$ cat src/hw/rtl/urlpn_pkg.sv
package urlpn_pkg;

  localparam int BUFFER_DEPTH_DEF = 256;

  localparam logic [8:0] LEN_MAX   = 9'd511;
  localparam logic [8:0] CAP_RESET = 9'd256;

  localparam logic [1:0] OP_BYTE   = 2'd0;
  localparam logic [1:0] OP_FINISH = 2'd1;
  localparam logic [1:0] OP_READ   = 2'd2;

  localparam logic KIND_STATUS = 1'b0;
  localparam logic KIND_READ   = 1'b1;

  localparam logic [7:0] CH_SPACE  = 8'h20;
  localparam logic [7:0] CH_DQUOTE = 8'h22;
  localparam logic [7:0] CH_STAR   = 8'h2a;
  localparam logic [7:0] CH_DOT    = 8'h2e;
  localparam logic [7:0] CH_SLASH  = 8'h2f;
  localparam logic [7:0] CH_COLON  = 8'h3a;
  localparam logic [7:0] CH_LT     = 8'h3c;
  localparam logic [7:0] CH_GT     = 8'h3e;
  localparam logic [7:0] CH_QMARK  = 8'h3f;
  localparam logic [7:0] CH_BSLASH = 8'h5c;
  localparam logic [7:0] CH_BAR    = 8'h7c;
  localparam logic [7:0] CH_DEL    = 8'h7f;

  typedef struct packed {
    logic [1:0] opcode;
    logic [7:0] path_byte;
    logic [7:0] read_index;
  } req_t;

  typedef struct packed {
    logic       kind;
    logic       ok;
    logic [7:0] out_length;
    logic [7:0] out_byte;
  } rsp_t;

  typedef struct packed {
    logic clear;
    logic push;
    logic pop;
  } stk_cmd_t;

  function automatic logic is_sep(input logic [7:0] b);
    return (b == CH_SLASH) || (b == CH_BSLASH);
  endfunction

  function automatic logic is_bad(input logic [7:0] b);
    return (b < CH_SPACE) || (b == CH_DEL) || (b == CH_COLON) || (b == CH_STAR) ||
           (b == CH_QMARK) || (b == CH_DQUOTE) || (b == CH_LT) || (b == CH_GT) ||
           (b == CH_BAR);
  endfunction

endpackage

$ cat src/hw/rtl/urlpn_seg_stack.sv
module urlpn_seg_stack #(
  parameter int BUFFER_DEPTH = urlpn_pkg::BUFFER_DEPTH_DEF
) (
  input  logic                                  clk,
  input  logic                                  rst,
  input  urlpn_pkg::stk_cmd_t                   cmd,
  input  logic [$clog2(BUFFER_DEPTH)-1:0]       push_value,
  output logic [$clog2(BUFFER_DEPTH)-1:0]       top,
  output logic [$clog2(BUFFER_DEPTH/2+1)-1:0]   count
);

  localparam int STACK_DEPTH = BUFFER_DEPTH / 2;
  localparam int VW          = $clog2(BUFFER_DEPTH);
  localparam int CW          = $clog2(STACK_DEPTH + 1);
  localparam int SAW         = $clog2(STACK_DEPTH);

  // top entry lives in top, the rest below it in mem
  logic [VW-1:0]  mem [STACK_DEPTH];
  logic [CW-1:0]  count_next;
  logic [SAW-1:0] wa;
  logic [SAW-1:0] ra;
  logic           we;
  logic [VW-1:0]  rd;
  logic [VW-1:0]  fwd_data;
  logic           fwd_hit;
  logic [VW-1:0]  below;

  always_comb begin
    priority if (cmd.clear) begin
      count_next = '0;
    end else if (cmd.push) begin
      count_next = count + CW'(1);
    end else if (cmd.pop) begin
      count_next = count - CW'(1);
    end else begin
      count_next = count;
    end
    we    = cmd.push && !cmd.clear && (count != '0);
    wa    = SAW'(count - CW'(1));
    ra    = SAW'(count_next - CW'(2));
    below = fwd_hit ? fwd_data : rd;
  end

  // entry under the next top is prefetched every cycle
  always_ff @(posedge clk) begin
    if (we) begin
      mem[wa] <= top;
    end
    rd <= mem[ra];
  end

  always_ff @(posedge clk) begin
    fwd_data <= top;
    if (!cmd.clear) begin
      if (cmd.push) begin
        top <= push_value;
      end else if (cmd.pop) begin
        top <= below;
      end
    end
  end

  always_ff @(posedge clk) begin
    if (rst) begin
      count   <= '0;
      fwd_hit <= 1'b0;
    end else begin
      count   <= count_next;
      fwd_hit <= we && (wa == ra);
    end
  end

endmodule

$ cat src/hw/rtl/url_path_normalizer.sv
// channel | dir | handshake            | beat
// req     | in  | req_valid/req_ready  | urlpn_pkg::req_t (opcode, path_byte, read_index)
// rsp     | out | rsp_valid/rsp_ready  | urlpn_pkg::rsp_t (kind, ok, out_length, out_byte)
// cfg     | in  | cfg_we               | cfg_wdata: capacity
//
// one request beat per cycle while req_ready is high; a result passes through the read stage,
// which holds the registered read of the path store, and then through the output register
// the segment-start stack keeps its top in a register and prefetches the entry below,
// so a two-dot pop is taken without stalling requests
// synchronous reset, no clearing pass: store contents are only used below the length
// req_ready drops only while both the read stage and the output register are full
module url_path_normalizer #(
  parameter int BUFFER_DEPTH = urlpn_pkg::BUFFER_DEPTH_DEF
) (
  input  logic              clk,
  input  logic              rst,
  input  logic              req_valid,
  output logic              req_ready,
  input  urlpn_pkg::req_t   req,
  output logic              rsp_valid,
  input  logic              rsp_ready,
  output urlpn_pkg::rsp_t   rsp,
  input  logic              cfg_we,
  input  logic [8:0]        cfg_wdata
);

  localparam int STACK_DEPTH = BUFFER_DEPTH / 2;
  localparam int AW          = $clog2(BUFFER_DEPTH);
  localparam int CNTW        = $clog2(STACK_DEPTH + 1);
  localparam int SW          = $clog2(BUFFER_DEPTH + 513);

  logic [8:0]      capacity;
  logic [AW-1:0]   kept;
  logic [8:0]      cur;
  logic            dots;
  logic [7:0]      last;
  logic            failed;
  logic [AW-1:0]   shown;
  logic            path_done;

  logic [AW-1:0]   kept_next;
  logic [8:0]      cur_next;
  logic            dots_next;
  logic [7:0]      last_next;
  logic            failed_next;
  logic [AW-1:0]   shown_next;
  logic            path_done_next;

  logic [7:0]      store [BUFFER_DEPTH];
  logic [7:0]      store_rd;
  logic            store_we;
  logic [AW-1:0]   store_wa;
  logic [7:0]      store_wd;
  logic            store_re;

  urlpn_pkg::stk_cmd_t stk_cmd;
  logic [AW-1:0]   stk_top;
  logic [CNTW-1:0] stk_count;

  logic            accept;
  logic            start;
  logic [AW-1:0]   kept_c;
  logic [8:0]      cur_c;
  logic            dots_c;
  logic [7:0]      last_c;
  logic            failed_c;
  logic [CNTW-1:0] cnt_c;
  logic            slash;
  logic [SW-1:0]   cap_eff;
  logic [SW-1:0]   seg_end;
  logic            seg_act;
  logic            es_fail;
  logic            es_push;
  logic            es_pop;
  logic [AW-1:0]   es_kept;
  logic            good;

  logic            s1_valid;
  logic            s1_load;
  logic            s1_adv;
  logic            s1_kind;
  logic            s1_ok;
  logic [7:0]      s1_len;
  logic            s1_inrange;
  logic            s1_idx0;
  logic            s1_kind_next;
  logic            s1_ok_next;
  logic [7:0]      s1_len_next;
  logic            s1_inrange_next;

  assign s1_adv    = !rsp_valid || rsp_ready;
  assign req_ready = !s1_valid || s1_adv;
  assign accept    = req_valid && req_ready;

  // a byte or finish after a finish starts a new path
  assign start    = path_done && ((req.opcode == urlpn_pkg::OP_BYTE) ||
                                  (req.opcode == urlpn_pkg::OP_FINISH));
  assign kept_c   = start ? AW'(1) : kept;
  assign cur_c    = start ? 9'd0 : cur;
  assign dots_c   = start ? 1'b1 : dots;
  assign last_c   = start ? 8'd0 : last;
  assign failed_c = start ? 1'b0 : failed;
  assign cnt_c    = start ? '0 : stk_count;

  assign slash   = kept_c > AW'(1);
  assign cap_eff = (SW'(capacity) < SW'(BUFFER_DEPTH)) ? SW'(capacity) : SW'(BUFFER_DEPTH);
  assign seg_end = SW'(kept_c) + SW'(slash) + SW'(cur_c);
  assign seg_act = (req.opcode == urlpn_pkg::OP_FINISH) ||
                   ((req.opcode == urlpn_pkg::OP_BYTE) && urlpn_pkg::is_sep(req.path_byte));

  // segment close
  always_comb begin
    es_fail = 1'b0;
    es_push = 1'b0;
    es_pop  = 1'b0;
    es_kept = kept_c;
    if ((cur_c != 9'd0) && !failed_c && !(dots_c && (cur_c == 9'd1))) begin
      priority if (dots_c && (cur_c == 9'd2)) begin
        if (cnt_c == '0) begin
          es_fail = 1'b1;
        end else begin
          es_pop  = 1'b1;
          es_kept = stk_top;
        end
      end else if ((last_c == urlpn_pkg::CH_DOT) || (last_c == urlpn_pkg::CH_SPACE)) begin
        es_fail = 1'b1;
      end else if ((SW'(kept_c) >= cap_eff) || (seg_end >= cap_eff)) begin
        es_fail = 1'b1;
      end else if (cnt_c >= CNTW'(STACK_DEPTH)) begin
        es_fail = 1'b1;
      end else begin
        es_push = 1'b1;
        es_kept = AW'(seg_end);
      end
    end
  end

  always_comb begin
    kept_next       = kept;
    cur_next        = cur;
    dots_next       = dots;
    last_next       = last;
    failed_next     = failed;
    shown_next      = shown;
    path_done_next  = path_done;
    store_we        = 1'b0;
    store_wa        = AW'(seg_end);
    store_wd        = req.path_byte;
    store_re        = 1'b0;
    stk_cmd         = '0;
    good            = 1'b0;
    s1_load         = 1'b0;
    s1_kind_next    = urlpn_pkg::KIND_STATUS;
    s1_ok_next      = 1'b0;
    s1_len_next     = 8'd0;
    s1_inrange_next = 1'b0;
    if (accept) begin
      if (start) begin
        stk_cmd.clear  = 1'b1;
        shown_next     = '0;
        path_done_next = 1'b0;
      end
      if (seg_act) begin
        kept_next   = es_kept;
        cur_next    = 9'd0;
        dots_next   = 1'b1;
        last_next   = last_c;
        failed_next = failed_c || es_fail;
        stk_cmd.push = es_push;
        stk_cmd.pop  = es_pop;
        // separator ahead of a kept segment goes in when the segment closes
        store_we    = es_push && slash;
        store_wa    = kept_c;
        store_wd    = urlpn_pkg::CH_SLASH;
      end
      unique case (req.opcode)
        urlpn_pkg::OP_BYTE: begin
          if (!urlpn_pkg::is_sep(req.path_byte)) begin
            kept_next   = kept_c;
            failed_next = failed_c || urlpn_pkg::is_bad(req.path_byte);
            dots_next   = dots_c && (req.path_byte == urlpn_pkg::CH_DOT);
            last_next   = req.path_byte;
            cur_next    = (cur_c == urlpn_pkg::LEN_MAX) ? cur_c : cur_c + 9'd1;
            store_we    = !failed_next && (seg_end < SW'(BUFFER_DEPTH));
          end
        end
        urlpn_pkg::OP_FINISH: begin
          good            = !failed_next && (cap_eff >= SW'(2));
          shown_next      = good ? kept_next : '0;
          path_done_next  = 1'b1;
          s1_load         = 1'b1;
          s1_kind_next    = urlpn_pkg::KIND_STATUS;
          s1_ok_next      = good;
          s1_len_next     = 8'(shown_next);
        end
        urlpn_pkg::OP_READ: begin
          store_re        = 1'b1;
          s1_load         = 1'b1;
          s1_kind_next    = urlpn_pkg::KIND_READ;
          s1_ok_next      = shown != '0;
          s1_len_next     = 8'(shown);
          s1_inrange_next = SW'(req.read_index) < SW'(shown);
        end
        default: begin
        end
      endcase
    end
  end

  // path store, entry 0 is the root slash and never written
  always_ff @(posedge clk) begin
    if (store_we) begin
      store[store_wa] <= store_wd;
    end
    if (store_re) begin
      store_rd <= store[AW'(req.read_index)];
    end
  end

  urlpn_seg_stack #(
    .BUFFER_DEPTH (BUFFER_DEPTH)
  ) u_seg_stack (
    .clk        (clk),
    .rst        (rst),
    .cmd        (stk_cmd),
    .push_value (kept_c),
    .top        (stk_top),
    .count      (stk_count)
  );

  always_ff @(posedge clk) begin
    if (rst) begin
      capacity  <= urlpn_pkg::CAP_RESET;
      kept      <= AW'(1);
      cur       <= 9'd0;
      dots      <= 1'b1;
      last      <= 8'd0;
      failed    <= 1'b0;
      shown     <= '0;
      path_done <= 1'b0;
    end else begin
      if (cfg_we) begin
        capacity <= cfg_wdata;
      end
      kept      <= kept_next;
      cur       <= cur_next;
      dots      <= dots_next;
      last      <= last_next;
      failed    <= failed_next;
      shown     <= shown_next;
      path_done <= path_done_next;
    end
  end

  always_ff @(posedge clk) begin
    if (s1_load) begin
      s1_kind    <= s1_kind_next;
      s1_ok      <= s1_ok_next;
      s1_len     <= s1_len_next;
      s1_inrange <= s1_inrange_next;
      s1_idx0    <= req.read_index == 8'd0;
    end
    if (s1_adv && s1_valid) begin
      rsp.kind       <= s1_kind;
      rsp.ok         <= s1_ok;
      rsp.out_length <= s1_len;
      rsp.out_byte   <= !s1_inrange ? 8'd0 : (s1_idx0 ? urlpn_pkg::CH_SLASH : store_rd);
    end
  end

  always_ff @(posedge clk) begin
    if (rst) begin
      s1_valid  <= 1'b0;
      rsp_valid <= 1'b0;
    end else begin
      if (accept) begin
        s1_valid <= s1_load;
      end else if (s1_adv) begin
        s1_valid <= 1'b0;
      end
      if (s1_adv) begin
        rsp_valid <= s1_valid;
      end
    end
  end

  a_stack_bound: assert property (@(posedge clk) disable iff (rst)
    stk_count <= CNTW'(STACK_DEPTH))
    else $error("segment stack over depth");

  a_pop_nonempty: assert property (@(posedge clk) disable iff (rst)
    stk_cmd.pop |-> (stk_count != '0) && !stk_cmd.clear)
    else $error("pop from empty segment stack");

  a_kept_nonzero: assert property (@(posedge clk) disable iff (rst)
    kept != '0)
    else $error("kept length lost the root");

  a_shown_done: assert property (@(posedge clk) disable iff (rst)
    (shown != '0) |-> path_done)
    else $error("readable length while a path is open");

endmodule
$ cat config.mk
export PLATFORM = sky130hd
export DESIGN_NAME = url_path_normalizer
export DESIGN_NICKNAME = d
export VERILOG_FILES = /design/src/hw/rtl/urlpn_pkg.sv /design/src/hw/rtl/urlpn_seg_stack.sv /design/src/hw/rtl/url_path_normalizer.sv
export SDC_FILE = /design/constraint.sdc
export NUM_CORES = 2
export LEC_CHECK = 0
export BUFFER_PORTS_ARGS = -buffer_cell sky130_fd_sc_hd__clkbuf_2
export CAP_MARGIN = 25
export CORE_MARGIN = 1
export CORE_UTILIZATION = 52
export CTS_BUF_LIST = sky130_fd_sc_hd__clkbuf_8
export DETAILED_ROUTE_END_ITERATION = 8
export HOLD_SLACK_MARGIN = 0.03
export PLACE_DENSITY = 0.67
export SLEW_MARGIN = 20
export SYNTH_ARGS = -nofsm -noshare
export SYNTH_HDL_FRONTEND = slang
export SYNTH_HIERARCHICAL = 1
export SYNTH_SLANG_ARGS = --single-unit
$ cat constraint.sdc
create_clock -name clk -period 10.08 [get_ports clk]
set_input_delay 0.504 -clock clk [delete_from_list [all_inputs] [get_ports clk]]
set_output_delay 0.504 -clock clk [all_outputs]
set_load 0.005 [all_outputs]
### Word-level counts from Yosys, hierarchy flattened

Memory sizes are Yosys's and may differ from the RTL's. A register that Yosys moved wholly into a read port is not among the register bits.
Cells that the tools add are included.

* memories: 2
* RAM bits: 3072
* register bits after elaboration: 102
* input bits: 32

Memories
* store: depth 256, bits a word 8, rd ports 1, clocked after memory_dff 1, write ports 1, RTL line url_path_normalizer.sv:49 `logic [7:0] store [BUFFER_DEPTH];`
* u_seg_stack.mem: depth 128, bits a word 8, rd ports 1, clocked after memory_dff 1, write ports 1, RTL line urlpn_seg_stack.sv:18 `logic [VW-1:0] mem [STACK_DEPTH];`

* bitwise gates (word level): 2
* magnitude comparators: 9
* equal/unequal tests: 19
* reduce and logical (&&, ||, !) cells: 53
* mux-type cells: 79
* add/subtract/negate cells: 6

Operators by type and width (number)
* 2-to-1 mux 8 bit: 28
* == test 8 x 6 -> 1 bit, second input constant: 10
* 2-to-1 mux 9 bit: 6
* 2-to-1 mux 1 bit: 40
* == test 8 x 7 -> 1 bit, second input constant: 3
* logical OR 1 bit: 17
* logical NOT 8 bit: 2
* case mux 8 bit (2 select lines): 1
* nonzero test 8 bit: 2
* logical AND 1 bit: 15
* adder 9 x 9 -> 10 bit: 1
* greater-or-equal comparator 10 x 9 -> 1 bit: 1
* less-than comparator 10 x 9 -> 1 bit, second input constant: 1
* adder 8 x 1 -> 9 bit: 1
* adder 9 x 1 -> 9 bit, second input constant: 1
* == test 9 x 1 -> 1 bit, second input constant: 1
* == test 9 x 2 -> 1 bit, second input constant: 1
* == test 9 bit, second input constant: 1
* greater-or-equal comparator 8 x 9 -> 1 bit: 1
* greater-or-equal comparator 9 x 2 -> 1 bit, second input constant: 1
* less-than comparator 9 bit, second input constant: 1
* nonzero test 9 bit: 1
* adder 8 x 1 -> 8 bit, second input constant: 1
* greater-or-equal comparator 8 bit, second input constant: 1
* other kinds (18): 30

### Logic depth before layout (Yosys ltp)

* depth in word-level cells: 21
* gate-level depth with buffers: 39

### By module

The synthesis kept the hierarchy.

By module, submodules not included
* url_path_normalizer: instances 1, seq. area each 63581.0 µm², area each 85144.2 µm², cells each 4069
* urlpn_seg_stack: instances 1, seq. area each 31490.2 µm², area each 42527.0 µm², cells each 2135

### Least setup slack after synthesis

Ideal clock, no wire load.

* path kind: input-to-reg
* start point: input req[17] (netlist bit)
* end point: register u_seg_stack.rd[0], read port of u_seg_stack.mem
* setup time: 0.059 ns
* data arrival time: 7.963 ns
* required time: 10.021 ns
* path buffers: 9
* cell stages on the path: 36
* slack: 2.057 ns
* cell sequence: inv_1 -> ha_1 -> buf_2 -> o21ai_1 -> buf_2 -> clkbuf_1 -> buf_2 -> nand2_1 -> fa_1 -> fa_1 -> nor2b_1 -> o31ai_1 -> a31o_1 -> a211oi_1 -> inv_1 -> ha_1 -> a211oi_1 -> o21ai_0 -> a41oi_1 -> o21a_1 -> nand3_1 -> nor3_1 -> nor2b_1 -> a21o_1 -> buf_2 -> buf_2 -> buf_2 -> inv_1 -> ha_1 -> xnor2_2 -> buf_2 -> buf_2 -> mux4_2 -> mux4_1 -> mux2i_1 -> mux2_2

RTL lines
* start: declaration: RTL line url_path_normalizer.sv:19 `input urlpn_pkg::req_t req,`
* end: declaration: RTL line urlpn_seg_stack.sv:23 `logic [VW-1:0] rd;`

==> report_table.html <==
<table>
<tr><th>Metric</th><th>Value</th></tr>
<tr><th colspan="2">Placed design</th></tr>
<tr><td>Final weighted congestion of routability-driven global placement</td><td>0.876</td></tr>
<tr><td>Quantity of I/O buffers inserted on ports</td><td>51</td></tr>
<tr><td>Minimum setup slack after placement</td><td>0.525 ns</td></tr>
<tr><td>Estimated wirelength of the detail-placed design</td><td>186 mm</td></tr>
<tr><th colspan="2">Global route</th></tr>
<tr><td>Wire length of the first global-routing pass</td><td>444 mm</td></tr>
<tr><td>GRT Residual Overflow</td><td>0</td></tr>
<tr><td>Overall Global Routing Usage</td><td>24.7%</td></tr>
<tr><td>Initial antenna violation count</td><td>3</td></tr>
<tr><td>Pin count of the biggest net entering global routing</td><td>217</td></tr>
<tr><td>Number of global-route vias before repair</td><td>63.6k</td></tr>
<tr><th colspan="2">CTS</th></tr>
<tr><td>CTS tree</td><td>yes</td></tr>
<tr><td>Number of CTS-inserted buffers</td><td>531</td></tr>
<tr><td>Root buf cell</td><td>sky130_fd_sc_hd__clkbuf_8</td></tr>
<tr><td># H-tree levels</td><td>6</td></tr>
<tr><td>Number of instances resized during post-cts repair</td><td>0</td></tr>
<tr><td>Register clock-pin slew on the reported worst setup and hold paths</td><td>0.05 ns</td></tr>
<tr><td>Clock net sink count</td><td>3190</td></tr>
<tr><td>Buffer levels on the longest clock path</td><td>4</td></tr>
<tr><td>Source-to-sink clock delay at the later pin of the worst-skew pair</td><td>1.09 ns</td></tr>
<tr><th colspan="2">Synth</th></tr>
<tr><td>Total number of yosys warnings</td><td>6</td></tr>
<tr><td>Sequential share of the synthesized area</td><td>74.5%</td></tr>
<tr><td>Cells after synthesis</td><td>6204</td></tr>
<tr><td>Number of enable-type register cells in the synthesized netlist</td><td>3118</td></tr>
<tr><td>Number of distinct library cells after synthesis</td><td>95</td></tr>
<tr><td>Proportion of synthesized flip-flops having asynchronous set or reset</td><td>0%</td></tr>
<tr><td>Per-instance average area after synthesis</td><td>20.6 µm²</td></tr>
<tr><td>Most common flop cell mapped by yosys</td><td>sky130_fd_sc_hd__edfxtp_1</td></tr>
<tr><td>Number of storage elements in the synthesis netlist</td><td>3190</td></tr>
<tr><td>Top cell type's share of synthesized area</td><td>73.3%</td></tr>
<tr><td>Top cells by area in the synthesized netlist</td><td>sky130_fd_sc_hd__edfxtp_1, sky130_fd_sc_hd__mux4_2, sky130_fd_sc_hd__mux2i_1</td></tr>
<tr><td>Synth area leader</td><td>sky130_fd_sc_hd__edfxtp_1</td></tr>
<tr><td>Net count after synthesis</td><td>6277</td></tr>
<tr><td>Post-Synthesis Cell Area</td><td>0.128 mm²</td></tr>
<tr><th colspan="2">Route</th></tr>
<tr><td>Total DRC errors in the routed layout</td><td>0</td></tr>
<tr><td>DR vias/cell</td><td>6.17</td></tr>
<tr><td>Number of design-rule violations left by the first detailed-router iteration</td><td>6786</td></tr>
<tr><td>Routed length per placed instance</td><td>30.0 µm</td></tr>
<tr><td>Antenna viol nets, final</td><td>0</td></tr>
<tr><td>Routed WL</td><td>306 mm</td></tr>
<tr><td>Total via count after detailed routing</td><td>62.9k</td></tr>
<tr><td>Number of optimization iterations in the first detailed-route pass</td><td>5</td></tr>
<tr><th colspan="2">Critical path</th></tr>
<tr><td>Type of origin of the critical path</td><td>primary input</td></tr>
<tr><td>Most frequent CP cell</td><td>sky130_fd_sc_hd__nand2_1</td></tr>
<tr><td>CP max stage cell</td><td>sky130_fd_sc_hd__xnor2_4</td></tr>
<tr><td>Endpoint kind of the worst setup timing path</td><td>register</td></tr>
<tr><td>CP Data Required Time</td><td>11.00 ns</td></tr>
<tr><td>Worst stage delay on the critical path</td><td>0.78 ns</td></tr>
<tr><td>Family of cells with the greatest summed delay on the critical path</td><td>compound AO/OA/AOI/OAI gates</td></tr>
<tr><td>Maximum fanout along the worst path</td><td>59</td></tr>
<tr><td>Crit Path Category</td><td>primary input to register</td></tr>
<tr><td>Buffers and inverters on the worst path</td><td>5</td></tr>
<tr><td>R2R Setup Slk</td><td>0.84 ns</td></tr>
<tr><td>CP Data Arrival Time</td><td>10.17 ns</td></tr>
<tr><th colspan="2">Timing</th></tr>
<tr><td>Fin Clk Skew</td><td>0.108 ns</td></tr>
<tr><td>Worst-Margin Slew</td><td>1.21 ns</td></tr>
<tr><td>Final Max Tran Viols</td><td>0</td></tr>
<tr><td>Rel. slew slack</td><td>19.4%</td></tr>
<tr><td>Final Hold Vio Count</td><td>0</td></tr>
<tr><td>Achievable clock frequency</td><td>0.108 GHz</td></tr>
<tr><td>Clock period minus final worst setup slack</td><td>9.25 ns</td></tr>
<tr><td>Final setup violation count</td><td>0</td></tr>
<tr><td>Setup TNS after final layout</td><td>0 ns</td></tr>
<tr><td>PnR worst setup slack</td><td>0.832 ns</td></tr>
<tr><td>Final Cycle Share</td><td>91.7%</td></tr>
<tr><td>RSZ-0062 raised after global routing</td><td>no</td></tr>
<tr><th colspan="2">Power</th></tr>
<tr><td>Ratio of total power to cell area</td><td>182 mW/mm²</td></tr>
<tr><td>Static leakage</td><td>48.0 nW</td></tr>
<tr><td>IR Drop Worst-Case VDD</td><td>0.200 mV</td></tr>
<tr><th colspan="2">Floorplanning</th></tr>
<tr><td>I/O pin total</td><td>52</td></tr>
<tr><td>Area of the core</td><td>0.244 mm²</td></tr>
<tr><td>Row Count</td><td>181</td></tr>
<tr><td>Area enclosed by the die boundary</td><td>0.248 mm²</td></tr>
<tr><td>Starting Density</td><td>52.4%</td></tr>
<tr><td>Overall die width</td><td>498 µm</td></tr>
<tr><td>Chip height</td><td>498 µm</td></tr>
<tr><th colspan="2">Cells and area</th></tr>
<tr><td>Layout Nets</td><td>6712</td></tr>
<tr><td>Share of layout cells above drive strength 1</td><td>23.5%</td></tr>
<tr><td>Relative area change from synthesis to final layout</td><td>10.8%</td></tr>
<tr><td>Post-Route Utilization</td><td>58.1%</td></tr>
<tr><th colspan="2">Hold path</th></tr>
<tr><td>Type of the most critical hold path</td><td>primary input to register</td></tr>
<tr><th colspan="2">Run status</th></tr>
<tr><td>Run status</td><td>finished, final reports clean</td></tr>
<tr><th colspan="2">Flow run</th></tr>
<tr><td>Number of maximum-capacitance violations</td><td>0</td></tr>
</table>
## path summary, 6_finish.rpt
check | startpoint | to | cells past startpoint
setup / recovery | req[17] | u_seg_stack/rd[2]$_DFF_P_ | 31
hold / removal | req[16] | path_done$_SDFFE_PP0P_ | 4
setup reg to reg | kept[3]$_SDFFE_PP0P_ | u_seg_stack/rd[2]$_DFF_P_ | 28
hold reg to reg | s1_len[2]$_SDFFCE_PN0P_ | rsp[10]$_DFFE_PP_ | 0
## what timing repair did
| item | 4_1_cts | 5_1_grt |
|---|---|---|
| hold buffers | 49 | 0 |
| setup buffers | 0 | 0 |
| endpoints found under the setup margin | 0 | 0 |
| endpoints found under the hold margin | 44 | 0 |
## layout by cell type, fill, tap and decap left out, drive strengths merged, types with 20 or more instances in the layout
cell	instances
nand3	49
nand2	207
inv	206
o22ai	20
buf	141
mux2i	579
mux4	788
a22oi	32
nor2	465
nor3	28
clkinv	142
edfxtp	3118
o21ai	51
dlygate4sd3	49
dfxtp	72
ha	39
a21oi	62
clkbuf	594
## Yosys cell counts (5+ instances only)
master / instances
sky130_fd_sc_hd__a21o_1: 16
sky130_fd_sc_hd__buf_4: 27
sky130_fd_sc_hd__a22oi_1: 31
sky130_fd_sc_hd__nor2_1: 464
sky130_fd_sc_hd__a22o_1: 17
sky130_fd_sc_hd__a31oi_1: 6
sky130_fd_sc_hd__xnor2_1: 12
sky130_fd_sc_hd__nand2_1: 200
sky130_fd_sc_hd__o21ai_0: 40
sky130_fd_sc_hd__nor3_1: 27
sky130_fd_sc_hd__a221oi_1: 7
sky130_fd_sc_hd__edfxtp_1: 3118
sky130_fd_sc_hd__a211oi_1: 10
sky130_fd_sc_hd__mux2_2: 15
sky130_fd_sc_hd__nand3_1: 49
sky130_fd_sc_hd__dfxtp_1: 72
sky130_fd_sc_hd__a311oi_1: 5
sky130_fd_sc_hd__buf_1: 26
sky130_fd_sc_hd__nand3b_1: 6
sky130_fd_sc_hd__ha_1: 39
sky130_fd_sc_hd__nor4_1: 6
sky130_fd_sc_hd__and2_1: 19
sky130_fd_sc_hd__nor2b_1: 19
sky130_fd_sc_hd__o2bb2ai_1: 7
sky130_fd_sc_hd__nand2_2: 7
sky130_fd_sc_hd__o31ai_1: 17
sky130_fd_sc_hd__o21a_1: 9
sky130_fd_sc_hd__o221ai_1: 6
sky130_fd_sc_hd__and3_1: 8
sky130_fd_sc_hd__o22ai_1: 18
sky130_fd_sc_hd__buf_2: 166
sky130_fd_sc_hd__nand4_1: 15
sky130_fd_sc_hd__or2_2: 6
sky130_fd_sc_hd__o41ai_1: 5
sky130_fd_sc_hd__or4_1: 6
sky130_fd_sc_hd__a21oi_1: 62
sky130_fd_sc_hd__nand2b_1: 12
sky130_fd_sc_hd__xor2_1: 13
sky130_fd_sc_hd__mux2i_1: 577
sky130_fd_sc_hd__o21ai_1: 9
sky130_fd_sc_hd__mux4_1: 39
sky130_fd_sc_hd__inv_1: 42
sky130_fd_sc_hd__mux4_2: 749
sky130_fd_sc_hd__clkbuf_1: 97
sky130_fd_sc_hd__buf_6: 15
## metal layers
metal  vias to the layer above  routed length [µm]  global-route usage, %
met5                         -                 155                  0.405
met4                         4               11800                   9.42
met3                       520               23300                   5.14
met2                      2736              149000                   39.3
met1                     33100              122000                   33.8
li1                      26500                   -                      -
## state kept, by name, indices dropped and copies added (netlist names), 9 cells and up
register	count
rsp	18
cur	9
u_seg_stack/mem	1024
store	2048
capacity	9
## worst min-delay path, delay by kind of cell
kind | cells | cell delay, ns
adder cells (fa/ha/maj) | 1 | 0.33
buffers and inverters | 1 | 0.10
AND/OR/NAND/NOR | 1 | 0.13
AO/OA/AOI/OAI | 1 | 0.06
## where the power goes
part           switching [mW]  leakage (nW)  internal (mW)
clock network            4.96          5.20           5.17
registers              0.0106          28.6           14.5
logic                   0.647          14.2          0.380
total                    5.62          48.0           20.1
## stage by stage
step / hold WS [ns] / total power, mW / instance area [µm²] / std cells
final: 0.115 / 25.7 / 142000 / 10200
after global routing: 0.125 / 26.5 / 142000 / 10200
after CTS: 0.0316 / 25.9 / 141000 / 10200
after detailed placement: 0.409 / 15.8 / 132000 / 9250
after global placement: 0.404 / 15.8 / 132000 / 9247
after floorplan: 0.400 / 15.5 / 128000 / 6204
## layout make-up
cell class / instances / area (µm²)
Antenna cell: 7 / 17.5
Clock buffer: 547 / 7530
Clock inverter: 324 / 1590
Fill cell: 17600 / 102000
Inverter: 45 / 169
Multi-Input combinational cell: 2634 / 30900
Sequential cell: 3190 / 95100
Tap cell: 3202 / 4010
Timing Repair Buffer: 237 / 2270
## kinds of logic (layout without fill, tap and decap cells)
group                    after synthesis  count (layout)  synth area share [%]
XOR/XNOR                              28              28                 0.215
buffers and inverters                380            1153                  1.49
adder cells (fa/ha/maj)               41              41                 0.414
flip-flops                          3190            3190                  74.5
multiplexers                        1382            1382                  18.7
AND/OR/NAND/NOR                      863             863                  2.90
AO/OA/AOI/OAI                        320             320                  1.82
other                                  0               7                     0
Power figures use the tool's default switching activity.
